===== config.mk =====
export PLATFORM = sky130hd
export DESIGN_NAME = qaa_isqrt_stage
export DESIGN_NICKNAME = d
export VERILOG_FILES = /design/src/hdl/qaa_isqrt_stage.sv
export SDC_FILE = /design/constraint.sdc
export NUM_CORES = 1
export LEC_CHECK = 0
export BUFFER_PORTS_ARGS = -buffer_cell sky130_fd_sc_hd__buf_2
export CAP_MARGIN = 20
export CORE_AREA = 10 10 109 209
export DETAILED_ROUTE_END_ITERATION = 16
export DIE_AREA = 0 0 119 219
export MAX_ROUTING_LAYER = met4
export PLACE_DENSITY = 0.76
export RECOVER_POWER = 25
export SLEW_MARGIN = 20
export SYNTH_ARGS = -nofsm -noshare
export SYNTH_HDL_FRONTEND = slang
export SYNTH_SLANG_ARGS = --single-unit

===== constraint.sdc =====
create_clock -name clock -period 9.45 [get_ports clock]
set_input_delay 0.4725 -clock clock [delete_from_list [all_inputs] [get_ports clock]]
set_output_delay 0.4725 -clock clock [all_outputs]
set_load 0.05 [all_outputs]

===== src/hdl/qaa_isqrt_stage.sv =====
// One registered digit step of the restoring square root: two bits of radicand per step.
// Uses no package items.
`default_nettype none
module qaa_isqrt_stage #(
   parameter int RadWidth = 64,
   parameter int Step     = 0
) (
   input  wire logic                clock,
   input  wire logic                enable,
   input  wire logic [RadWidth-1:0] rem_in_d,
   input  wire logic [RadWidth-1:0] root_in_d,
   output logic      [RadWidth-1:0] rem_ff,
   output logic      [RadWidth-1:0] root_ff
);
   localparam int Shift = RadWidth - 2 - 2*Step;
   logic [RadWidth-1:0] bit_val;
   logic [RadWidth-1:0] trial;
   logic [RadWidth-1:0] rem_in;
   logic [RadWidth-1:0] root_in;

   // root kept in scaled form: r holds root scaled by bit position
   always_comb begin
      bit_val = RadWidth'(1) << Shift;
      trial   = root_in_d + bit_val;
      if (rem_in_d >= trial) begin
         rem_in  = rem_in_d - trial;
         root_in = (root_in_d >> 1) + bit_val;
      end else begin
         rem_in  = rem_in_d;
         root_in = root_in_d >> 1;
      end
   end

   always_ff @(posedge clock) begin
      if (enable) begin
         rem_ff  <= rem_in;
         root_ff <= root_in;
      end
   end
endmodule
`default_nettype wire


==> results of run 1 <==
## kinds of logic after synthesis
kind of cell / Yosys count / share of synthesized area [%]
compound gates: 272 / 19.8
simple gates: 234 / 13.2
flops: 128 / 44.6
buf+inv: 115 / 5.19
fa+ha+maj: 65 / 9.53
xor+xnor: 56 / 5.70
mux: 15 / 1.95
## sequential cells by signal, summed over array words and instances (netlist names)
signal   cells
root_ff     64
rem_ff      64
## cells in the final DEF (no fill, tap or decap), drive strengths merged, types with 10 or more instances in the layout
cell type    n
a21o        49
a21oi      111
and2        10
and3        13
buf        218
clkbuf      59
edfxtp     128
ha          64
inv         79
mux2        14
nand2       52
nand3       14
nand4       18
nor2        82
nor2b       10
nor3        12
o21ai       43
o21bai      11
xnor2       36
xor2        20
## power by group through the flow
stage          clock network (mW)  logic [mW]  registers, mW
6_report                    0.663       0.721          0.726
5_1_grt                     0.698       0.773          0.733
4_1_cts                     0.676       0.725          0.726
3_5_place_dp                    0       0.721          0.737
3_3_place_gp                    0       0.717          0.734
2_1_floorplan                   0       0.291          0.973
## metrics by stage
| stage | worst slack (ns) | area, sq um | std cells |
|---|---|---|---|
| detailed placement | 5.16 | 10100 | 1367 |
| CTS | 5.62 | 10700 | 1399 |
| global route | 5.36 | 10600 | 1403 |
| finish | 5.61 | 10600 | 1403 |
| floorplan | 6.12 | 8610 | 885 |
| global placement | 5.24 | 10100 | 1367 |
## Yosys cell counts, types with 3 or more instances
cell type and instances:
a21oi_1 111, nand3_1 14, o21ai_0 40, mux2_1 4, a21boi_0 5, and4_1 3
xnor2_1 36, nor3_1 11, o31a_1 5, nor2_1 82, and3_1 13, o21ai_1 3
and2_1 10, xor2_1 20, a31oi_1 7, nand2_1 52, mux2_2 10, a211oi_1 4
nor2b_1 10, o21a_1 7, or3_1 4, o21bai_1 11, clkbuf_1 25, edfxtp_1 128
nand4_1 18, ha_1 64, buf_2 11, a41oi_1 5, nand2b_1 3, a21o_1 49
or2_2 4, inv_1 78, o211ai_1 7
## path summary, 6_finish.rpt
| path | startpoint | endpoint | slack, ns | cells past startpoint |
|---|---|---|---|---|
| worst max-delay path | root_in_d[16] | rem_ff[60]$_DFFE_PP_ | 5.61 | 14 |
| worst min-delay path | root_in_d[40] | root_ff[39]$_DFFE_PP_ | 0.23 | 1 |
## layout make-up
class	instances	area [sq um]
Timing Repair Buffer	260	1260
Clock buffer	17	425
Tap cell	259	324
Clock inverter	15	169
Fill cell	1844	8640
Inverter	78	293
Antenna cell	4	10.0
Sequential cell	128	3840
Multi-Input combinational cell	642	4320
## metal layers
layer / vias up / routed length, um
met4: 0 / 1230
li1: 3715 / -
met5: - / 0
met1: 3568 / 9280
met3: 65 / 1230
met2: 248 / 15600
==> metrics.txt, run 1 <==
sw frac=36.9%; initial antenna violation count=4; Clock Pin Slew Worst Setup and Hold Paths=0.06 ns; Pint=1.33 mW; met2 Resource Use GR=39.7%; leading area contributor after synthesis=edfxtp_1; library cells used by synthesis=58; Synth top area share=44.6%; Design Power=2.11 mW; share of flip-flops with an asynchronous set or reset=0%; Worst setup EP type=flop; Mapped Nets=1080; Post-Synthesis Cells=885; Clk pwr share=31.4%; Port Buffers=257; Bufs on Longest Clock Path=2; Power Dens Cells=198 nW/um^2; worst hold slack=0.225 ns; drt pass-1 iters=5; gpl congestion=0.925; sequential share of the synthesized area=44.6%; power share of the combinational group=34.2%; max capacitance violation total=1; CP top delay family=simple AND/OR/NAND/NOR gates; leakage power=4.81 nW; final setup violating endpoints=0; Vias/cell=5.41; Crit Path Max Fanout=71; Synth Warn #=0; Slew @ Worst Pin=3.13 ns; drc violations=0; critical path type=input port to flop; post-CTS setup buffers=0; mapped cell area=8610 sq um; CP Cell Sequence=buf_2, inv_1, ha_1, and2_1, nand3_1, or3_1, a41o_1, nor3_2, o21ai_1, o41ai_4, buf_4, or4b_1, a21oi_1, nor3_1; Psw=779 uW; Worst path max stage delay=0.62 ns; CTS Hold Bufs=0; area delta synth->final=23.6%; met1 Usage GRT=19.0%; failing checks=capacitance limit, slew limit; fin nets=1322; die height=219 um; GR peak layer=met2; Setup TNS=0 ns; final core utilization=55.2%; full die area=26100 sq um; TritonCTS clock tree=yes; post-DP HPWL=22400 um; critical path required time=9.63 ns; FMAX=260 MHz; main flop type after synthesis=edfxtp_1; Slew Limit Fails=57; final worst path period need=3.84 ns; critical path's slowest cell=buf_4; Initial Util=44.7%; Routed Antenna Nets=0; Resized Gates After CTS=0; Cell Rows=72; crit path launch type=input port; CTS Buf Count=17; First DRT Iteration DRCs=386; total global routing overflow=0; vias in the first global route=7991; Post-Route WL=27300 um; die width=119 um; drt wl/cell=19.5 um; largest net degree at the start of global routing=74; Seq cells post-synth=128; Final Hold Vio Count=0; # clock sinks=128; crit path DAT=4.02 ns; core footprint=19300 sq um; via count=7596; Post-synth EDFFs=128; clock tree root buffer cell=clkbuf_16; Hold WC Path Type=input port to flop; gr usage total=21.1%; Crit path buffers/inverters=3; first-pass GRT wire length=41600 um; status=complete, but fails checks; relative slew slack=-109%; share of cells above drive strength 1=23.4%; met3 usage=4.65%; H-Tree Depth=4; Avg Synthesized Cell Area=9.73 sq um; top cells by area, synth=edfxtp_1 (45%), ha_1 (9.3%), a21oi_1 (6.5%); RSZ-0062 raised after global routing=no; I/O pin total=258; VDD IR max=0.000120 V; Tcrit/Tclk final=40.7%; sequential power share=34.4%
Note: power is estimated with default switching activity, not from simulation.
==> run 2, diff against run 1 <==
Settings changed: PLACE_DENSITY 0.76 to 0.79.
Clock period 9.45 ns to 3.2 ns, I/O delays scaled along.
==> run 2 against run 1 <==
- the run still ends with capacitance limit, slew limit left
- global-route usage up 2.7 points
- non-clock buffer count grew 177
- cell count up 12%
- worst hold slack lost 0.20 ns
- combinational power rose to 3.4 times the previous value
- critical path depth shrank 1
- sequential power grew to 3.0 times the previous value
- clock-buffer cell count grew 2
- via count is 12% higher
- worst setup slack got worse by 5.5 ns
- largest cell class unchanged
==> metrics.txt, run 2 (synthesized netlist as in run 1, its figures left out) <==
RSZ-0062 raised after global routing=yes; largest registers=rem_ff (64), root_ff (64); Bufs on Longest Clock Path=2; gr usage total=23.8%; share of cells above drive strength 1=31.1%; VDD IR max=0.000362 V; placed inst area=11000 sq um; via count=8490; Worst setup EP type=flop; met1 Usage GRT=20.6%; Final Hold Vio Count=0; commonest cells after routing, fill and taps aside=buf_2 (228), edfxtp_1 (128), buf_4 (115), a21oi_1 (109), nor2_1 (80); post-DP HPWL=24000 um; gpl congestion=0.956; FMAX=327 MHz; initial antenna violation count=3; # clock sinks=128; GR peak layer=met2; clock tree root buffer cell=clkbuf_16; Slew @ Worst Pin=1.82 ns; vias in the first global route=9062; met2 Resource Use GR=46.4%; register area=3840 sq um; final setup violating endpoints=0; Design Power=6.42 mW; hold path cells=2; critical path type=input port to flop; drc violations=0; drt pass-1 iters=5; most common cell after layout, fill and taps aside=buf_2; Psw=2.37 mW; first-pass GRT wire length=47200 um; die height=219 um; Clock Pin Slew Worst Setup and Hold Paths=0.05 ns; area delta synth->final=42.0%; critical path required time=3.39 ns; H-Tree Depth=4; leakage power=5.67 nW; TritonCTS clock tree=yes; Clk pwr share=28.1%; relative slew slack=-21.1%; full die area=26100 sq um; max capacitance violation total=1; Crit Path Max Fanout=3; Port Buffers=257; Hold WC Path Type=input port to flop; largest net degree at the start of global routing=67; sw frac=36.8%; Cell Rows=72; final worst path period need=3.06 ns; fin nets=1499; Tcrit/Tclk final=95.6%; Setup TNS=0 ns; Pint=4.06 mW; filler cell count=1644; crit path launch type=input port; die width=119 um; CTS Buf Count=17; design area=12200 sq um; Slew Limit Fails=66; core footprint=19300 sq um; I/O pin total=258; drt wl/cell=19.6 um; Power Dens Cells=526 nW/um^2; area occupied by multi-input gates=4420 sq um; Initial Util=44.7%; sequential power share=33.5%; crit path DAT=3.25 ns; First DRT Iteration DRCs=482; power share of the combinational group=38.4%; Post-Route WL=30900 um; Routed Antenna Nets=0; met3 usage=4.40%; Vias/cell=5.38; status=complete, but fails checks; failing checks=capacitance limit, slew limit; total global routing overflow=0
[run 2: cell count changes in the layout (fill, tap and decap cells not counted), moves of 13 or more]
cell,before,now
buf_4,3,115
buf_2,215,228
dlygate4sd3_1,0,61
clkbuf_1,42,29
[run 2: final timing paths]
path | from | endpoint | slack, ns
setup / recovery | root_in_d[23] | rem_ff[60]$_DFFE_PP_ | 0.14
hold / removal | rem_in_d[4] | rem_ff[4]$_DFFE_PP_ | 0.03
[run 2: stage by stage]
stage	hold slack, ns	instances	utilization [%]	setup slack (ns)
global route	0.0361	1576	63.4	-0.0682
detailed placement	0.354	1481	57.0	-0.341
global placement	0.352	1481	57.0	-0.333
finish	0.0266	1577	63.4	0.140
CTS	0.0173	1571	62.9	0.0117
floorplan	0.259	885	-	0.180
[run 2: layout make-up]
cell class,instances,area share (%)
diodes,4,0.0819
flip-flops and latches,128,31.4
repair buffers,437,22.9
well taps,259,2.65
inverters,78,2.40
multi-input cells,642,36.2
clock buffers,19,3.54
clock inverters,10,0.799
[run 2: per-layer routing]
layer / routed length [um] / part of all wire (%)
met2: 17900 / 58
met1: 9910 / 32
met3: 1690 / 5.5
met4: 1410 / 4.6
met5: 0 / 0
[run 2: power groups by stage]
stage	combinational (mW)	clock [mW]	sequential, mW
6_report	2.47	1.81	2.15
5_1_grt	2.63	1.88	2.17
4_1_cts	2.42	1.83	2.15
3_5_place_dp	2.35	0	2.18
2_1_floorplan	0.860	0	2.87
3_3_place_gp	2.32	0	2.17
[run 2: timing repair]
action,CTS,global route
resized for setup,0,26
hold endpoints to repair,61,0
hold buffers,61,0
buffers inserted,0,2
setup endpoints to repair,0,53
[run 2: critical path, stage by stage]
cell           delay (ns)
dlygate4sd3_1        0.54
buf_2                0.11
inv_1                0.06
ha_4                 0.27
nand2_2              0.08
or4_4                0.52
o211ai_1             0.22
o21ai_2              0.11
o41ai_4              0.34
buf_4                0.20
or4b_4               0.46
a21oi_2              0.12
nor3_1               0.06
