--- src/hdl/qaa_div_stage.sv ---
// One registered step of a restoring divider: one quotient bit per step.
// Uses no package items.
`default_nettype none
module qaa_div_stage #(
   parameter int NumWidth = 32,
   parameter int DenWidth = 16
) (
   input  wire logic                clock,
   input  wire logic                enable,
   input  wire logic [NumWidth-1:0] num_in_d,
   input  wire logic [DenWidth:0]   rem_in_d,
   input  wire logic [DenWidth-1:0] den,
   output logic      [NumWidth-1:0] num_ff,
   output logic      [DenWidth:0]   rem_ff
);
   logic [DenWidth+1:0] shifted;
   logic [NumWidth-1:0] num_in;
   logic [DenWidth:0]   rem_in;

   always_comb begin
      shifted = {rem_in_d, num_in_d[NumWidth-1]};
      if (shifted >= {2'b00, den}) begin
         rem_in = (DenWidth+1)'(shifted - {2'b00, den});
         num_in = {num_in_d[NumWidth-2:0], 1'b1};
      end else begin
         rem_in = shifted[DenWidth:0];
         num_in = {num_in_d[NumWidth-2:0], 1'b0};
      end
   end

   always_ff @(posedge clock) begin
      if (enable) begin
         num_ff <= num_in;
         rem_ff <= rem_in;
      end
   end
endmodule
`default_nettype wire

--- config.mk ---
export PLATFORM = sky130hd
export DESIGN_NAME = qaa_div_stage
export DESIGN_NICKNAME = d
export VERILOG_FILES = /design/src/hdl/qaa_div_stage.sv
export SDC_FILE = /design/constraint.sdc
export NUM_CORES = 1
export LEC_CHECK = 0
export CAP_MARGIN = 30
export CORE_ASPECT_RATIO = 2
export CORE_MARGIN = 1.5
export CORE_UTILIZATION = 40
export DETAILED_ROUTE_END_ITERATION = 16
export DONT_BUFFER_PORTS = 1
export SLEW_MARGIN = 10
export SYNTH_ARGS = -nofsm -noshare
export SYNTH_HDL_FRONTEND = slang
export SYNTH_SLANG_ARGS = --single-unit
--- constraint.sdc ---
create_clock -name clock -period 3.8 [get_ports clock]
set_clock_uncertainty 0.1 [all_clocks]
set_input_delay 0.76 -clock clock [delete_from_list [all_inputs] [get_ports clock]]
set_output_delay 0.76 -clock clock [all_outputs]
set_load 0.05 [all_outputs]
==> results of run 1 <==
==> sequential cells by signal, indices dropped and copies added, names as in the netlist <==
signal / cells
num_ff: 32
rem_ff: 17
==> per-layer routing <==
layer / GRT usage, % / vias to the layer above / part of all wire [%]
met5: 0 / - / 0
met4: 9.24 / 0 / 2.9
met3: 5.69 / 7 / 7.9
met2: 29.1 / 72 / 58
met1: 12.4 / 744 / 31
li1: - / 763 / -
==> cell usage after synthesis, types with 2 or more instances <==
| cell type | instances |
|---|---|
| a211oi_1 | 6 |
| a21o_1 | 3 |
| o21a_1 | 2 |
| mux2_4 | 2 |
| nand2b_1 | 3 |
| nand2_1 | 11 |
| mux2_2 | 6 |
| o21ai_0 | 10 |
| nor2_1 | 21 |
| xor2_1 | 7 |
| o211ai_1 | 2 |
| nand3_1 | 2 |
| buf_2 | 2 |
| ha_1 | 16 |
| inv_1 | 21 |
| nor3_1 | 3 |
| edfxtp_1 | 49 |
| clkbuf_1 | 2 |
| a21oi_1 | 16 |
| nand4_1 | 3 |
| xnor2_1 | 5 |
==> cells by family after synthesis <==
kind of cell,share of synthesized area (%)
compound gates,12.8
flops,57.9
simple gates,8.38
buf+inv,4.24
fa+ha+maj,8.67
xor+xnor,4.14
mux,3.84
==> worst paths after layout <==
path                startpoint  slack [ns]         end  cells after the start
setup / recovery  num_in_d[31]        0.76  rem_ff[14]                      9
hold / removal     num_in_d[9]        0.46  num_ff[10]                      0
==> power by group through the flow <==
stage	combinational (mW)	sequential, mW	clock, mW
5_1_grt	0.209	0.906	0.598
4_1_cts	0.190	0.901	0.581
3_3_place_gp	0.186	0.912	0
6_report	0.188	0.899	0.570
3_5_place_dp	0.188	0.912	0
2_1_floorplan	0.156	0.903	0
==> area by class of cell <==
cell class	count	area, µm²	share of cell area [%]
clock buffer	5	125	4.45
clock inverter	3	68.8	2.45
inverter	21	78.8	2.80
multi-input combinational	133	961	34.2
sequential	49	1470	52.4
tap	84	105	3.74
==> through the flow <==
stage / cell area, µm² / power, mW / util [%] / setup WS (ns)
finish: 2810 / 1.66 / 46.4 / 0.756
global route: 2810 / 1.71 / 46.4 / 0.637
floorplan: 2540 / 1.06 / - / 0.737
detailed placement: 2620 / 1.10 / 43.2 / 0.455
global placement: 2620 / 1.10 / 43.2 / 0.513
CTS: 2810 / 1.67 / 46.4 / 0.732
==> results_dict.tcl, run 1 <==
set metrics [dict create \
    antenna_found_initial 0 \
    initial_core_util_pct 41.9 \
    cp_top_family "compound AO/OA/AOI/OAI gates" \
    clock_power_share_pct 34.4 \
    core_mm2 0.00606 \
    synth_area_leaders "edfxtp_1, ha_1, a21oi_1, inv_1, nor2_1" \
    whs_ns 0.463 \
    cts_tree "yes" \
    rows 40 \
    criticalPathCategory "primary input to register" \
    syn-num-nets 292 \
    grt.total_usage_pct 15.4 \
    syn_avg_cell_area_um2 12.2 \
    synth_ff_type "edfxtp_1" \
    synth_seq_area_share_pct 57.9 \
    clkTransAtPathRegs_ns 0.07 \
    die_height_um 116 \
    grt_max_degree 50 \
    cts_resized 0 \
    slew_headroom_pct 60.1 \
    grt_pass1_vias 1562 \
    min_period_ns 3.04 \
    wl_per_cell_um 17.5 \
    layout_commonest_cell "edfxtp_1" \
    drc 0 \
    crit_fanout 26 \
    wirelength_mm 5.16 \
    synthesis.area_mm2 0.00254 \
    dr.pass1.iters 4 \
    final_cell_mix "edfxtp_1, inv_1, nor2_1" \
    cts_made_buffers 5 \
    yosysTopAreaCellShare_pct 57.9 \
    power_leakage_nw 1.09 \
    setup_viol 0 \
    startpoint_type "primary input" \
    drive_above_1_share_pct 8.53 \
    swShare_pct 31.2 \
    final_net_count 294 \
    dp_cells 287 \
    cpPeakStageDelay_ns 0.40 \
    cts_root_buf "clkbuf_16" \
    dieWidth_um 59.3 \
    yosysTopAreaCell "edfxtp_1" \
    ant_nets 0 \
    io-pin-count 116 \
    place_hpwl_mm 3.97 \
    grt_first_pass_wirelength_mm 7.56 \
    syn_inst 208 \
    initialDrtViolationCount 64 \
    critPathBufInv 2 \
    die_area_mm2 0.00687 \
    fmax_mhz 328 \
    rsz0062_at_grt "false" \
    worst_slew_pin_slew_ns 0.595 \
    path_common_cell "inv_1" \
    ir_drop_mv 0.242 \
    powerDensity_mw_per_mm2 589 \
    grt_overflow_total 0 \
    ys_types 37 \
    intPower_mw 1.14 \
    hp-class "primary input to register" \
    cts_sinks 49 \
    gp_congestion 0.781 \
    ys_ff_latch 49 \
    diodes 0 \
    end_kind "register" \
    cts_htree_levels 2 \
    synth_edf_count 49 \
    switchingPower_uw 516 \
    io_buffer_count 0 \
    hold_viol 0 \
    slew_violations 0 \
    n_fill_cell 549 \
    instances_no_fill 295 \
    postCtsHoldBufs 0 \
    fin_setup_tns_ns 0 \
    avgViaCountPerCell 5.38 \
    vias 1586 \
    cp.arrival_ns 2.99 \
    clock_path_buffers 2 \
    cpMaxStageDelayCell "fa_1" \
    async_flop_share_pct 0 \
    status "finished, final reports clean" \
    crit_required_ns 3.74 \
    yosysWarnings 0 \
    finalCritPeriodShare_pct 80.1 \
    crit_chain "inv_1, ha_1, inv_1, fa_1, a21o_1, a221o_1, o211ai_2, nand3_4, mux2_4" \
    seqPwrFrac_pct 54.3 \
    max_cap_viol_count 0 \
    postCtsSetupRepairBufs 0 \
    area_growth_pct 10.6 \
    comb_power_share_pct 11.3 \
]
Note: power is estimated with default switching activity, not from simulation.
==> run 2, diff against run 1 <==
clock period = 3.2 ns   (was 3.8 ns; I/O delays follow)
==> run 2 against run 1 <==
  * Sequential share of layout area up 0.094 points
  * Worst hold slack worse by 0.12 ns
  * Clock power down 9.6%
  * Final area down 0.18%
  * Total power up 9.7%
  * Core utilization down 0.083 points
  * Cell count up 1.4%
  * Die area unchanged
  * Sequential power up 19%
  * Non-clock buffer count up 4
  * Sequential cell count unchanged
  * Largest cell class unchanged
==> results_dict.tcl, run 2 (same netlist as run 1, synthesis figures left out) <==
set metrics [dict create \
    status "finished, final reports clean" \
    ant_nets 0 \
    ir_drop_mv 0.193 \
    grt.total_usage_pct 15.5 \
    clock_path_buffers 2 \
    die_area_mm2 0.00687 \
    core_mm2 0.00606 \
    cts_htree_levels 2 \
    hold_viol 0 \
    final_cell_mix "edfxtp_1, inv_1, nor2_1" \
    rsz0062_at_grt "false" \
    postCtsSetupRepairBufs 0 \
    cts_made_buffers 5 \
    slew_violations 0 \
    fmax_mhz 352 \
    crit_fanout 5 \
    grt_first_pass_wirelength_mm 7.72 \
    fin_ws_ns 0.360 \
    clock_power_share_pct 28.3 \
    max_cap_viol_count 0 \
    dp_slack_ns 0.0697 \
    slew_headroom_pct 56.5 \
    drive_above_1_share_pct 10.2 \
    crit_required_ns 3.14 \
    dieWidth_um 59.3 \
    drc 0 \
    grt_overflow_total 0 \
    initialDrtViolationCount 83 \
    cp.arrival_ns 2.78 \
    grt_max_degree 50 \
    swShare_pct 33.8 \
    grt_pass1_vias 1593 \
    area_growth_pct 10.4 \
    initial_core_util_pct 41.9 \
    hp-class "primary input to register" \
    layout_commonest_cell "edfxtp_1" \
    postCtsHoldBufs 0 \
    seqPwrFrac_pct 58.8 \
    io-pin-count 116 \
    vias 1606 \
    antenna_found_initial 0 \
    avgViaCountPerCell 5.37 \
    gp_congestion 0.801 \
    place_hpwl_mm 4.02 \
    cts_sinks 49 \
    end_kind "register" \
    largest_reg_flops 32 \
    power_leakage_nw 1.09 \
    die_height_um 116 \
    largest-register "num_ff" \
    wirelength_mm 5.18 \
    reg_top3 "num_ff x32, rem_ff x17" \
    comb_power_share_pct 12.9 \
    switchingPower_uw 613 \
    powerDensity_mw_per_mm2 648 \
    cts_tree "yes" \
    diodes 0 \
    clkTransAtPathRegs_ns 0.07 \
    wl_per_cell_um 17.3 \
    worst_slew_pin_slew_ns 0.648 \
    dr.pass1.iters 4 \
    intPower_mw 1.20 \
    min_period_ns 2.84 \
    startpoint_type "primary input" \
    cts_root_buf "clkbuf_16" \
    cts_resized 0 \
    io_buffer_count 0 \
    final_net_count 298 \
    fin_setup_tns_ns 0 \
    finalCritPeriodShare_pct 88.7 \
    criticalPathCategory "primary input to register" \
    setup_viol 0 \
    rows 40 \
]
## run 2: cell types whose count changed in the layout (fill, tap and decap cells not counted), sizes merged
cell      change
bufinv        -2
clkinvlp      +1
clkinv        +1
buf           +4
## run 2: worst max-delay path: stages
cell and delay, ns:
inv_1 0.03, ha_1 0.18, inv_1 0.06, fa_1 0.40, a21o_1 0.21, a221o_1 0.39
a21oi_1 0.29, o21ai_0 0.15, xor2_1 0.16, mux2_4 0.26
## run 2: cell type report
cell class | count | area [µm²]
Clock buffer | 5 | 125
Clock inverter | 3 | 21.3
Fill cell | 553 | 3250
Inverter | 21 | 78.8
Multi-Input combinational cell | 133 | 961
Sequential cell | 49 | 1470
Tap cell | 84 | 105
Timing Repair Buffer | 4 | 42.5
## run 2: final timing paths
check	endpoint	cells after the start	slack, ns	from
worst min-delay path	num_ff[29]	0	0.34	num_in_d[28]
worst max-delay path	rem_ff[12]	10	0.36	num_in_d[31]
## run 2: metrics by stage
| stage | util, % | hold WS, ns | power (mW) | instances | instance area, µm² |
|---|---|---|---|---|---|
| 6_report | 46.3 | 0.342 | 1.82 | 299 | 2810 |
| 5_1_grt | 46.3 | 0.331 | 1.89 | 299 | 2810 |
| 4_1_cts | 46.3 | 0.332 | 1.84 | 299 | 2810 |
| 3_5_place_dp | 43.9 | 0.639 | 1.32 | 291 | 2660 |
| 3_3_place_gp | 43.9 | 0.639 | 1.31 | 291 | 2660 |
| 2_1_floorplan | - | 0.639 | 1.26 | 208 | 2540 |
## run 2: power groups by stage
| stage | Clock [mW] | Sequential [mW] | Combinational (mW) |
|---|---|---|---|
| 2_1_floorplan | 0 | 1.07 | 0.186 |
| 3_3_place_gp | 0 | 1.08 | 0.232 |
| 3_5_place_dp | 0 | 1.08 | 0.234 |
| 4_1_cts | 0.532 | 1.07 | 0.235 |
| 5_1_grt | 0.553 | 1.07 | 0.262 |
| 6_report | 0.515 | 1.07 | 0.234 |
## run 2: metal layers
metal  GRT usage [%]  vias to the layer above  routed length, µm
met2            29.3                       76               2940
met4            9.09                        0                113
li1                -                      772                  -
met1            13.0                      753               1720
met3            5.25                        5                406
met5               0                        -                  0
==> run 3, diff against run 2 <==
CORE_UTILIZATION = 35   (was 40)
==> run 3 against run 2 <==
  * Count of clock-buffer cells in the layout stayed put
  * Total power is 0.66% higher
  * Fmax is 5.2% higher
  * Sequential cell count unchanged
  * Worst hold slack improved by 0.0011 ns
  * Wire length is 2.3% higher
  * Sequential share of layout area fell by 0.37 points
  * Combinational power about the same
  * Critical path depth up 1
==> results_dict.tcl, run 3 (same netlist as run 1, synthesis figures left out) <==
set metrics [dict create \
    powerDensity_mw_per_mm2 647 \
    crit_required_ns 3.14 \
    status "finished, final reports clean" \
    instances_no_fill 306 \
    worst_slew_pin_slew_ns 0.640 \
    cpMaxStageDelayCell "fa_1" \
    final_net_count 299 \
    min_period_ns 2.70 \
    power_leakage_nw 1.09 \
    grt_pass1_vias 1619 \
    cp_top_family "compound AO/OA/AOI/OAI gates" \
    crit_path_start "num_in_d[31]" \
    die_height_um 123 \
    dp_cells 298 \
    io_buffer_count 0 \
    grt_overflow_total 0 \
    grt.total_usage_pct 13.7 \
    ant_nets 0 \
    end_kind "register" \
    crit_chain "inv_1, ha_1, inv_1, fa_1, a21o_1, a221o_1, buf_4, a21o_1, a21oi_1, xnor2_1, mux2_2" \
    drc 0 \
    cp.arrival_ns 2.64 \
    finalCritPeriodShare_pct 84.4 \
    cp.depth 11 \
    gp_congestion 0.770 \
    grt_max_degree 50 \
    grt.busiest_layer "met2" \
    initial_core_util_pct 36.3 \
    hold_viol 0 \
    slew_violations 0 \
    place_hpwl_mm 4.31 \
    grt_util_met3_pct 4.09 \
    crit_end "rem_ff[8]" \
    clkTransAtPathRegs_ns 0.07 \
    hp-start "num_in_d[3]" \
    reg_top3 "num_ff x32, rem_ff x17" \
    postCtsHoldBufs 0 \
    io-pin-count 116 \
    avgViaCountPerCell 5.25 \
    criticalPathCategory "primary input to register" \
    wirelength_mm 5.30 \
    largest_reg_flops 32 \
    crit_fanout 3 \
    ir_drop_mv 0.226 \
    hp-class "primary input to register" \
    cts_tree "yes" \
    die_area_mm2 0.00781 \
    cts_root_buf "clkbuf_16" \
    wl_per_cell_um 17.3 \
    drive_above_1_share_pct 10.6 \
    use_met1_pct 12.5 \
    rsz0062_at_grt "false" \
    area_growth_pct 11.2 \
    postCtsSetupRepairBufs 0 \
    dieWidth_um 63.2 \
    core_mm2 0.00699 \
    dr.pass1.iters 6 \
    max_cap_viol_count 0 \
    cts_made_buffers 5 \
    cts_sinks 49 \
    layout_commonest_cell "edfxtp_1" \
    diodes 0 \
    final_cell_mix "edfxtp_1, inv_1, nor2_1" \
    setup_viol 0 \
    clock_path_buffers 2 \
    vias 1605 \
    gr-usage-met2_pct 26.1 \
    critPathBufInv 3 \
    initialDrtViolationCount 131 \
    grt_first_pass_wirelength_mm 8.05 \
    startpoint_type "primary input" \
    cts_htree_levels 2 \
    slew_headroom_pct 57.1 \
    cts_resized 0 \
    fin_setup_tns_ns 0 \
    largest-register "num_ff" \
    antenna_found_initial 0 \
    rows 43 \
    fmax_mhz 370 \
    cpPeakStageDelay_ns 0.40 \
]
## run 3: cell types whose count changed in the layout (fill, tap and decap cells not counted)
cell        change
inv_8           +1
clkinvlp_4      +1
inv_6           -1
buf_4           +1
clkinv_2        -1
## run 3: metrics by stage
step	hold WS, ns	area (µm²)	utilization [%]	power [mW]	setup WS [ns]
CTS	0.335	2830	40.4	1.85	0.480
detailed placement	0.639	2670	38.2	1.32	0.176
floorplan	0.639	2540	-	1.26	0.257
global route	0.332	2830	40.4	1.91	0.366
global placement	0.639	2670	38.2	1.32	0.215
finish	0.343	2830	40.4	1.83	0.500
## run 3: final cells by class
type	instances	area, µm²
Fill cell	693	4170
Clock inverter	3	26.3
Clock buffer	5	125
Tap cell	90	113
Inverter	21	78.8
Sequential cell	49	1470
Multi-Input combinational cell	133	961
Timing Repair Buffer	5	50.0
## run 3: worst min-delay path by stage
stage	slack [ns]	end	cells after the start
after floorplan	0.64	num_ff[10]	0
after global placement	0.64	num_ff[11]	0
after detailed placement	0.64	num_ff[23]	0
after CTS	0.34	num_ff[27]	0
after global routing	0.33	num_ff[4]	0
final	0.34	num_ff[4]	0
## run 3: power breakdown
part | switching [mW] | internal, mW
registers | 0.269 | 0.801
clock network | 0.227 | 0.294
logic | 0.124 | 0.113
total | 0.620 | 1.21
## run 3: routing by layer
metal / wire [µm] / vias to the layer above
li1: - / 769
met1: 1820 / 754
met2: 2990 / 74
met3: 353 / 8
met4: 140 / 0
met5: 0 / -
