==> config.mk <==
export PLATFORM = sky130hd
export DESIGN_NAME = qaa_cordic_stage
export DESIGN_NICKNAME = d
export VERILOG_FILES = /design/src/hdl/qaa_pkg.sv /design/src/hdl/qaa_cordic_stage.sv
export SDC_FILE = /design/constraint.sdc
export NUM_CORES = 1
export LEC_CHECK = 0
export ABC_AREA = 0
export BUFFER_PORTS_ARGS = -buffer_cell sky130_fd_sc_hd__clkbuf_2
export CAP_MARGIN = 0
export CORE_AREA = 2 2 188 190
export DETAILED_ROUTE_END_ITERATION = 16
export DIE_AREA = 0 0 190 192
export GPL_TIMING_DRIVEN = 1
export PLACE_DENSITY = 0.69
export SYNTH_ARGS = -nofsm -noshare
export SYNTH_HDL_FRONTEND = slang
export SYNTH_SLANG_ARGS = --single-unit
==> constraint.sdc <==
create_clock -name clock -period 10.25 [get_ports clock]
set_clock_uncertainty 0.15 [all_clocks]
set_input_delay 2.05 -clock clock [delete_from_list [all_inputs] [get_ports clock]]
set_output_delay 2.05 -clock clock [all_outputs]
set_load 0.05 [all_outputs]
==> src/hdl/qaa_pkg.sv <==
// Package for the quaternion to axis-angle unit: shared constants and the CORDIC angle table.
// No dependencies.
`default_nettype none
package qaa_pkg;
   localparam int CordicSteps = 24;
   localparam int ZWidth      = 28;
   localparam int AngleWidth  = 16;
   localparam int AxisLimitWidth = 31;
   localparam int HalfLimitWidth = 15;
   localparam logic [ZWidth-1:0] HalfPiZ = 28'd26353589;
   localparam logic [AngleWidth-1:0] PiAngle = 16'd25736;
   localparam logic [AngleWidth-1:0] TwoPiAngle = 16'd51472;

   typedef enum logic [0:0] {
      CSR_AXIS_LIMIT = 1'b0,
      CSR_HALF_TURN_LIMIT = 1'b1
   } csr_index_type;

   // atan(2^-i) in units of 2^-24 rad
   function automatic logic [ZWidth-1:0] atan_entry(input logic [4:0] idx);
      logic [ZWidth-1:0] v;
      begin
         unique case (idx)
            5'd0: v = 28'd13176795;
            5'd1: v = 28'd7778716;
            5'd2: v = 28'd4110060;
            5'd3: v = 28'd2086331;
            5'd4: v = 28'd1047214;
            5'd5: v = 28'd524117;
            5'd6: v = 28'd262123;
            5'd7: v = 28'd131069;
            default: v = ZWidth'(28'd1) << (5'd24 - idx);
         endcase
         atan_entry = v;
      end
   endfunction
endpackage
`default_nettype wire

==> src/hdl/qaa_cordic_stage.sv <==
// One registered CORDIC vectoring micro-rotation with a fixed shift.
// Depends on qaa_pkg for the angle table.
`default_nettype none
module qaa_cordic_stage #(
   parameter int XyWidth = 48,
   parameter int Step    = 0
) (
   input  wire logic                          clock,
   input  wire logic                          enable,
   input  wire logic signed [XyWidth-1:0]     x_d,
   input  wire logic signed [XyWidth-1:0]     y_d,
   input  wire logic signed [qaa_pkg::ZWidth:0] z_d,
   output logic signed      [XyWidth-1:0]     x_ff,
   output logic signed      [XyWidth-1:0]     y_ff,
   output logic signed      [qaa_pkg::ZWidth:0] z_ff
);
   logic signed [XyWidth-1:0] xs;
   logic signed [XyWidth-1:0] ys;
   logic signed [qaa_pkg::ZWidth:0] at;
   logic signed [XyWidth-1:0] x_in;
   logic signed [XyWidth-1:0] y_in;
   logic signed [qaa_pkg::ZWidth:0] z_in;

   always_comb begin
      xs = x_d >>> Step;
      ys = y_d >>> Step;
      at = $signed({1'b0, qaa_pkg::atan_entry(5'(Step))});
      if (!y_d[XyWidth-1]) begin
         x_in = x_d + ys;
         y_in = y_d - xs;
         z_in = z_d + at;
      end else begin
         x_in = x_d - ys;
         y_in = y_d + xs;
         z_in = z_d - at;
      end
   end

   always_ff @(posedge clock) begin
      if (enable) begin
         x_ff <= x_in;
         y_ff <= y_in;
         z_ff <= z_in;
      end
   end
endmodule
`default_nettype wire
==> results_dict.tcl, run 1 <==
set metrics [dict create \
    status "finished, final reports clean" \
    cts_hold_buf 0 \
    m1WireLength_um 20200 \
    final_common_cell "clkbuf_2" \
    fmax_mhz 179 \
    post_cts_buffers 0 \
    async_flop_share_pct 0 \
    tns_ns 0 \
    yosysUniqueCellTypes 88 \
    seq_area_frac_synth_pct 27.5 \
    synth-seq-cells 124 \
    cts-root-buf "clkbuf_16" \
    worstPathCellList "clkbuf_2 > inv_1 > ha_1 > nand2_1 > nor3_2 > or4b_1 > o221ai_1 > nor2_1 > o221ai_2 > o31ai_1 > a211oi_1 > xor2_1" \
    maxCapViolations 0 \
    drive_above_1_share_pct 17.1 \
    area_growth_pct 15.6 \
    wl_met3_um 3430 \
    grt_first_pass_wirelength_um 70400 \
    met2_length_um 20700 \
    die-area_um2 36500 \
    crit_buf_inv 2 \
    clk_pin_slew_ns 0.06 \
    cts_tree "yes" \
    grt_max_degree 91 \
    required_ns 10.26 \
    dp_hpwl_um 35700 \
    die-height_um 192 \
    initial_utilization_pct 39.5 \
    postCtsResizedCells 0 \
    diodes 0 \
    row_count 68 \
    clock-sinks 124 \
    rsz0062_at_grt "no" \
    hold_slack_ns 1.75 \
    max_stage_delay_ns 0.65 \
    grtUsageTotal_pct 24.7 \
    ir_drop_mv 0.126 \
    post_drt_wl_per_cell_um 20.0 \
    avgSynthCellArea_um2 8.39 \
    drt_pass1_iterations 7 \
    place_congestion 0.992 \
    hp-class "input pin to flip-flop" \
    hold_viol_final 0 \
    htreeDepth 4 \
    min_period_ns 5.58 \
    synth-edff-count 124 \
    critPathKind "input pin to flip-flop" \
    cp-end-kind "flip-flop" \
    p_leak_nw 6.99 \
    total_power_w 0.00242 \
    worstMarginPinSlew_ns 1.03 \
    setup_viol 0 \
    post-place-cells 2255 \
    synthFlopType "edfxtp_1" \
    postSynthCellCount 1616 \
    coreArea_um2 34300 \
    clk_path_buf_depth 2 \
    drv_slew 0 \
    grt_pass1_vias 12800 \
    start_kind "input pin" \
    portBuffers 251 \
    antenna_found_initial 0 \
    syn_area_um2 13600 \
    routed.top_layer "met4" \
    cp.arrival_ns 5.59 \
    final_cells 2287 \
    finalCritPeriodShare_pct 54.4 \
    vias_per_cell 5.76 \
    postLayoutCoreUtil_pct 45.7 \
    maxSlewHeadroom_pct 31.6 \
    layout_common_cells "clkbuf_2, a21oi_1, ha_1" \
    ios 252 \
    grt_overflow 0 \
    fin_nets 2118 \
    cts_buffers 17 \
    drtIter0Drc 1271 \
    cp_slowest_cell "ha_1" \
    path_max_fanout 17 \
    routed_wl_um 45600 \
    pwr_density_cell_nw_per_um2 154 \
    die_width_um 190 \
    dr_total_vias 13200 \
    synth_warnings 0 \
    detail-route-antenna-nets 0 \
    drc_errors 0 \
    cpLargestDelayFamily "compound AO/OA/AOI/OAI gates" \
    synth_fp_nets 1915 \
]
==> power by group <==
part	total [W]	switching [W]	leakage, nW	internal (W)
logic	0.00111	0.000792	5.51	0.000314
registers	0.000704	0.0000265	1.21	0.000678
clock network	0.000608	0.000253	0.265	0.000354
total	0.00242	0.00107	6.99	0.00135
==> flip-flops by register name, indices dropped and copies added (netlist names) <==
signal  count
x_ff       48
y_ff       47
z_ff       29
==> metal layers <==
metal	vias up	global-route usage, %
li1	6239	-
met1	6198	33.1
met2	642	40.2
met3	87	4.11
met4	0	8.83
met5	-	0
==> stage by stage <==
stage,setup WS (ns),instance area (µm²)
6_report,4.67,15700
5_1_grt,4.40,15700
4_1_cts,4.75,15700
3_5_place_dp,4.30,15100
3_3_place_gp,4.33,15100
2_1_floorplan,4.50,13600
==> area by class of cell <==
type	count	area (µm²)
clock inverters	13	126
flip-flops and latches	124	3720
fillers	3358	18600
well taps	455	569
repair buffers	254	1280
multi-input cells	1266	8950
inverters	156	586
clock buffers	19	433
==> synthesized netlist by cell type (all sizes together), types with 6 or more instances <==
library cell / number / area share [%]
a211oi: 12 / 0.70
a21o: 47 / 2.6
o21bai: 36 / 2.0
o211ai: 11 / 0.61
clkbuf: 42 / 1.2
nand4: 25 / 1.2
nand3: 20 / 0.74
o221ai: 9 / 0.63
a21oi: 227 / 8.5
a21boi: 8 / 0.44
ha: 168 / 16
or4: 7 / 0.39
a211o: 8 / 0.52
mux2i: 23 / 1.7
nand2: 81 / 2.2
nor2b: 14 / 0.65
o21ai: 107 / 4.0
inv: 154 / 4.3
nor4: 18 / 0.99
o21a: 22 / 1.2
and3: 8 / 0.37
nor3: 23 / 0.89
nor2: 130 / 3.6
or3: 11 / 0.51
nand2b: 19 / 0.88
xnor2: 109 / 7.0
xor2: 10 / 0.65
buf: 28 / 1.0
a31oi: 14 / 0.65
o31ai: 24 / 1.5
edfxtp: 124 / 27
a31o: 6 / 0.39
==> final timing paths <==
check | from | cells past startpoint | to
worst max-delay path | x_d[19] | 12 | y_ff[42]
worst min-delay path | z_d[0] | 2 | z_ff[0]
==> kinds of logic (layout without fill, tap and decap cells) <==
| logic type | Yosys count | count (layout) | share of synthesized area [%] |
|---|---|---|---|
| AOI/OAI and AO/OA | 576 | 576 | 27.0 |
| and+or+nand+nor | 376 | 376 | 13.6 |
| buffers and inverters | 226 | 442 | 6.48 |
| adders and majority gates | 172 | 172 | 16.1 |
| DFF | 124 | 124 | 27.5 |
| xor gates and xnor gates | 119 | 119 | 7.69 |
| muxes | 23 | 23 | 1.70 |
Power figures use the tool's default switching activity.
==> run 2: changes to the inputs <==
- clock period: 10.25 -> 5.8 ns (I/O delays scaled with it)
==> run 2 against run 1 <==
- utilization up 0.18 points
- sequential share of layout area down 0.093 points
- clock power up 87%
- sequential power up 78%
- hold slack worse by 0.91 ns
- routed wire length up 2.8%
- clock-buffer cell count down 1
- sequential cell count unchanged
- final cell count about the same
- largest power group unchanged
- highest routed layer unchanged
==> results_dict.tcl, run 2 (synthesized netlist as in run 1, its figures left out) <==
set metrics [dict create \
    p_int_w 0.00246 \
    drive_above_1_share_pct 17.3 \
    row_count 68 \
    multi_input_area_um2 8950 \
    fmax_mhz 209 \
    min_period_ns 4.79 \
    comb_power_share_pct 45.2 \
    finalCritPeriodShare_pct 82.5 \
    pwr-share-seq_pct 28.7 \
    drtIter0Drc 1216 \
    routed_wl_um 46900 \
    coreArea_um2 34300 \
    grtUsageTotal_pct 25.1 \
    diodes 0 \
    cts_hold_buf 0 \
    clock-sinks 124 \
    postCtsResizedCells 0 \
    holdPathStages 2 \
    grt_max_degree 90 \
    fillerInstances 3397 \
    hp-start "z_d[0]" \
    vias_per_cell 5.81 \
    critPathKind "input pin to flip-flop" \
    maxSlewHeadroom_pct 31.8 \
    cts-root-buf "clkbuf_16" \
    setup_viol 0 \
    pwr_density_cell_nw_per_um2 277 \
    cts_buffers 17 \
    cp-end-kind "flip-flop" \
    drc_errors 0 \
    start_kind "input pin" \
    post_drt_wl_per_cell_um 20.5 \
    die_width_um 190 \
    rsz0062_at_grt "no" \
    required_ns 5.82 \
    path_max_fanout 17 \
    worstMarginPinSlew_ns 1.02 \
    largest_reg_flops 48 \
    p_leak_nw 7.03 \
    grt_first_pass_wirelength_um 71500 \
    cp.arrival_ns 4.81 \
    seqCellArea_um2 3720 \
    detail-route-antenna-nets 0 \
    status "finished, final reports clean" \
    drv_slew 0 \
    total_power_w 0.00435 \
    top_regs "x_ff (48), y_ff (47), z_ff (29)" \
    final_common_cell "clkbuf_2" \
    initial_utilization_pct 39.5 \
    die-area_um2 36500 \
    grt_pass1_vias 12900 \
    top_register "x_ff" \
    pwr-share-clk_pct 26.1 \
    layout_common_cells "clkbuf_2, a21oi_1, ha_1" \
    die-height_um 192 \
    fin_nets 2120 \
    dr_total_vias 13300 \
    cts_tree "yes" \
    whs_endpoint "z_ff[0]" \
    ir_drop_mv 0.223 \
    p_sw_w 0.00189 \
    hold_viol_final 0 \
    post_cts_buffers 0 \
    clk_path_buf_depth 2 \
    hp-class "input pin to flip-flop" \
    place_congestion 0.955 \
    portBuffers 251 \
    area_growth_pct 16.1 \
    drt_pass1_iterations 5 \
    ios 252 \
    htreeDepth 4 \
    dp_hpwl_um 37000 \
    grt_overflow 0 \
    maxCapViolations 0 \
    swShare_pct 43.4 \
    tns_ns 0 \
    clk_pin_slew_ns 0.06 \
    antenna_found_initial 0 \
]
[run 2: changes by cell type in the layout (fill, tap and decap cells not counted), sizes merged]
| cell | change |
|---|---|
| buf | +2 |
| bufinv | +2 |
| clkinvlp | -1 |
| clkbuf | -1 |
[run 2: layout make-up]
| type | instances | area share, % |
|---|---|---|
| multi-input cells | 1266 | 56.9 |
| well taps | 455 | 3.62 |
| repair buffers | 256 | 8.26 |
| clock inverters | 14 | 1.12 |
| clock buffers | 18 | 2.73 |
| flip-flops and latches | 124 | 23.7 |
| inverters | 156 | 3.72 |
[run 2: worst max-delay path: stages]
cell and delay [ns]:
clkbuf_2 0.11, inv_1 0.05, ha_1 0.55, nor4_4 0.41
nor3b_2 0.25, o31ai_2 0.14, a311oi_2 0.59, o311ai_2 0.20
a41oi_2 0.38, a41o_1 0.34, a31oi_1 0.15, o2bb2ai_1 0.37
xnor2_1 0.11
[run 2: worst max path at each step]
stage,from,endpoint,slack (ns),depth (start not counted)
3_5_place_dp,x_d[9],y_ff[44],0.72,13
6_report,x_d[10],y_ff[44],1.01,13
2_1_floorplan,y_d[47],z_ff[25],0.94,14
4_1_cts,x_d[9],y_ff[44],1.16,13
5_1_grt,x_d[10],y_ff[44],0.86,13
3_3_place_gp,x_d[9],y_ff[44],0.65,13
[run 2: routing by layer]
| layer | track usage (%) | wire [µm] | vias up |
|---|---|---|---|
| met2 | 40.4 | 20900 | 669 |
| met3 | 4.48 | 3890 | 88 |
| met4 | 10.1 | 1530 | 0 |
| met1 | 33.4 | 20600 | 6295 |
| met5 | 0 | 0 | - |
| li1 | - | - | 6249 |
[run 2: power by group through the flow]
stage               combinational, W  sequential (W)  clock (W)
global route                 0.00209         0.00126    0.00119
finish                       0.00197         0.00125    0.00114
floorplan                   0.000875         0.00179          0
detailed placement           0.00193         0.00127          0
CTS                          0.00194         0.00125    0.00116
global placement             0.00193         0.00127          0
[run 2: through the flow]
| stage | util (%) | hold WS, ns | cells | worst slack (ns) | cell area, µm² |
|---|---|---|---|---|---|
| floorplan | - | 1.12 | 1616 | 0.945 | 13600 |
| global placement | 44.1 | 1.29 | 2257 | 0.647 | 15100 |
| detailed placement | 44.1 | 1.29 | 2257 | 0.721 | 15100 |
| CTS | 45.9 | 0.829 | 2289 | 1.16 | 15700 |
| global route | 45.9 | 0.845 | 2289 | 0.860 | 15700 |
| finish | 45.9 | 0.843 | 2289 | 1.01 | 15700 |
==> run 3: changes to the inputs <==
- ABC_AREA: 0 -> 1
- CORE_AREA: 2 2 188 190 -> 2 2 216 218
- DIE_AREA: 0 0 190 192 -> 0 0 218 220
- PLACE_DENSITY: 0.69 -> 0.7
- clock period: 5.8 -> 4.2 ns (I/O delays scaled with it)
==> run 3 against run 2 <==
- total power is 47% higher
- final cell count is 71% higher
- global-route usage is 4.9 points higher
- utilization is 1.3 points lower
- sequential share of layout area is 5.5 points lower
- die area is 31% higher
- critical endpoint is now y_ff[12]
- largest power group unchanged
- highest routed layer unchanged
==> results_dict.tcl, run 3 <==
set metrics [dict create \
    coreArea_um2 45900 \
    htreeDepth 4 \
    required_ns 4.26 \
    netlist.top_cell.by_area "nand2_1" \
    synth-simple-area-share_pct 40.5 \
    crit_end "y_ff[12]" \
    p_int_w 0.00333 \
    yosysMostFrequentCell "nand2_1" \
    initial_utilization_pct 39.4 \
    async_flop_share_pct 0 \
    drtIter0Drc 1747 \
    cp-end-kind "flip-flop" \
    layout_common_cells "nand2_1, inv_1, nor2_1" \
    post_drt_wl_per_cell_um 18.2 \
    yosys-top-cells-count "nand2_1, inv_1, nor2_1, nand3_1, ha_1" \
    grt_max_degree 109 \
    path_max_fanout 4 \
    grt_first_pass_wirelength_um 107000 \
    rsz0062_at_grt "no" \
    synth_fp_nets 3383 \
    hold_viol_final 0 \
    cp.arrival_ns 3.59 \
    die_width_um 218 \
    crit_top_cell "inv_1" \
    fin_nets 3603 \
    critPathKind "input pin to flip-flop" \
    synth-edff-count 124 \
    postSynthCellCount 3084 \
    cp_num_cells 12 \
    cts_tree "yes" \
    portBuffers 251 \
    die-area_um2 48000 \
    antenna_found_initial 1 \
    postCtsResizedCells 0 \
    hp-class "input pin to flip-flop" \
    dr_total_vias 20000 \
    yosys.area.top_type_share_pct 22.8 \
    clk_path_buf_depth 2 \
    p_sw_w 0.00307 \
    grtUsageTotal_pct 30.0 \
    clock-sinks 124 \
    detail-route-antenna-nets 0 \
    vias_per_cell 5.09 \
    synthFlopType "edfxtp_1" \
    worstPathCellList "clkbuf_2 > inv_1 > ha_1 > fa_1 > inv_1 > a21oi_1 > inv_1 > nand2_1 > nand3_1 > o21ai_0 > a21oi_1 > o21bai_1" \
    row_count 79 \
    muxShareOfSynthArea_pct 0 \
    diodes 0 \
    drv_slew 0 \
    postLayoutCoreUtil_pct 44.6 \
    p_leak_nw 11.5 \
    pwr_density_cell_nw_per_um2 313 \
    min_period_ns 3.53 \
    tns_ns 0 \
    largest_reg_flops 48 \
    syn_area_um2 18000 \
    post_cts_buffers 0 \
    final_common_cell "nand2_1" \
    start_kind "input pin" \
    cts_hold_buf 0 \
    setup_viol 0 \
    synth_xor_area_share_pct 2.47 \
    pwr-share-clk_pct 25.4 \
    cts_buffers 17 \
    top_register "x_ff" \
    yosysUniqueCellTypes 39 \
    finalCritPeriodShare_pct 84.0 \
    swShare_pct 48.0 \
    top_regs "x_ff (48), y_ff (47), z_ff (29)" \
    grt_overflow 0 \
    status "finished, final reports clean" \
    fmax_mhz 283 \
    crit_buf_inv 4 \
    routed_wl_um 71500 \
    drt_pass1_iterations 6 \
    grt_pass1_vias 19100 \
    area_growth_pct 13.3 \
    final_cells 3924 \
    synth_top_family_by_area "simple AND/OR/NAND/NOR gates" \
    clk_pin_slew_ns 0.06 \
    cts-root-buf "clkbuf_16" \
    place_congestion 1.03 \
    die-height_um 220 \
    max_stage_delay_ns 0.68 \
    drive_above_1_share_pct 11.8 \
    ir_drop_mv 0.291 \
    maxSlewHeadroom_pct 46.9 \
    dp_hpwl_um 60900 \
    worstMarginPinSlew_ns 0.797 \
    cpLargestDelayFamily "compound AO/OA/AOI/OAI gates" \
    synth-seq-cells 124 \
    total_power_w 0.00641 \
    ios 252 \
    drc_errors 0 \
    seq_area_frac_synth_pct 20.6 \
    synthAdderAreaFrac_pct 12.1 \
    maxCapViolations 0 \
    crit_path_start "y_d[0]" \
    fillerInstances 5065 \
    post-place-cells 3892 \
    comb_power_share_pct 48.5 \
    avgSynthCellArea_um2 5.85 \
    synth_warnings 0 \
    synth_compound_area_share_pct 9.74 \
    pwr-share-seq_pct 26.1 \
    yosys-top-cells-area "nand2_1, edfxtp_1, inv_1" \
    cp_slowest_cell "a21oi_1" \
]
[run 3: per-stage QoR]
step	instance area [µm²]	hold WS [ns]	worst slack (ns)
after CTS	20400	0.471	0.821
after global routing	20400	0.492	0.643
final	20400	0.513	0.672
after detailed placement	19800	1.00	0.302
after floorplan	18000	0.802	0.834
after global placement	19800	1.00	0.326
[run 3: how the worst min path moves through the flow]
stage                          to    from  depth (start not counted)
final                     z_ff[0]  z_d[0]                          2
after global routing      z_ff[0]  z_d[0]                          2
after CTS                 z_ff[0]  z_d[0]                          2
after detailed placement  z_ff[0]  z_d[0]                          2
after global placement    z_ff[0]  z_d[0]                          2
after floorplan           x_ff[0]  enable                          0
[run 3: power by group through the flow]
stage | Clock, W | Sequential (W) | Combinational (W)
CTS | 0.00167 | 0.00167 | 0.00307
detailed placement | 0 | 0.00170 | 0.00306
global route | 0.00172 | 0.00169 | 0.00337
floorplan | 0 | 0.00232 | 0.00151
global placement | 0 | 0.00170 | 0.00306
finish | 0.00163 | 0.00167 | 0.00311
[run 3: kinds of logic after synthesis]
group | count (synthesis)
xor gates and xnor gates | 51
AOI/OAI and AO/OA | 322
and+or+nand+nor | 1754
buffers and inverters | 661
adders and majority gates | 172
DFF | 124
[run 3: routing by layer]
metal	share of wire (%)	GRT usage (%)
met4	5.0	15.6
met5	0	0
met2	45	49.5
met1	42	37.5
met3	7.5	5.16
[run 3: layout make-up]
cell class	instances	area, µm²	area share [%]
tap	607	759	3.72
timing repair buffer	267	1410	6.90
sequential	124	3720	18.2
inverter	595	2230	10.9
clock buffer	17	425	2.08
clock inverter	15	186	0.912
multi-input combinational	2299	11700	57.2
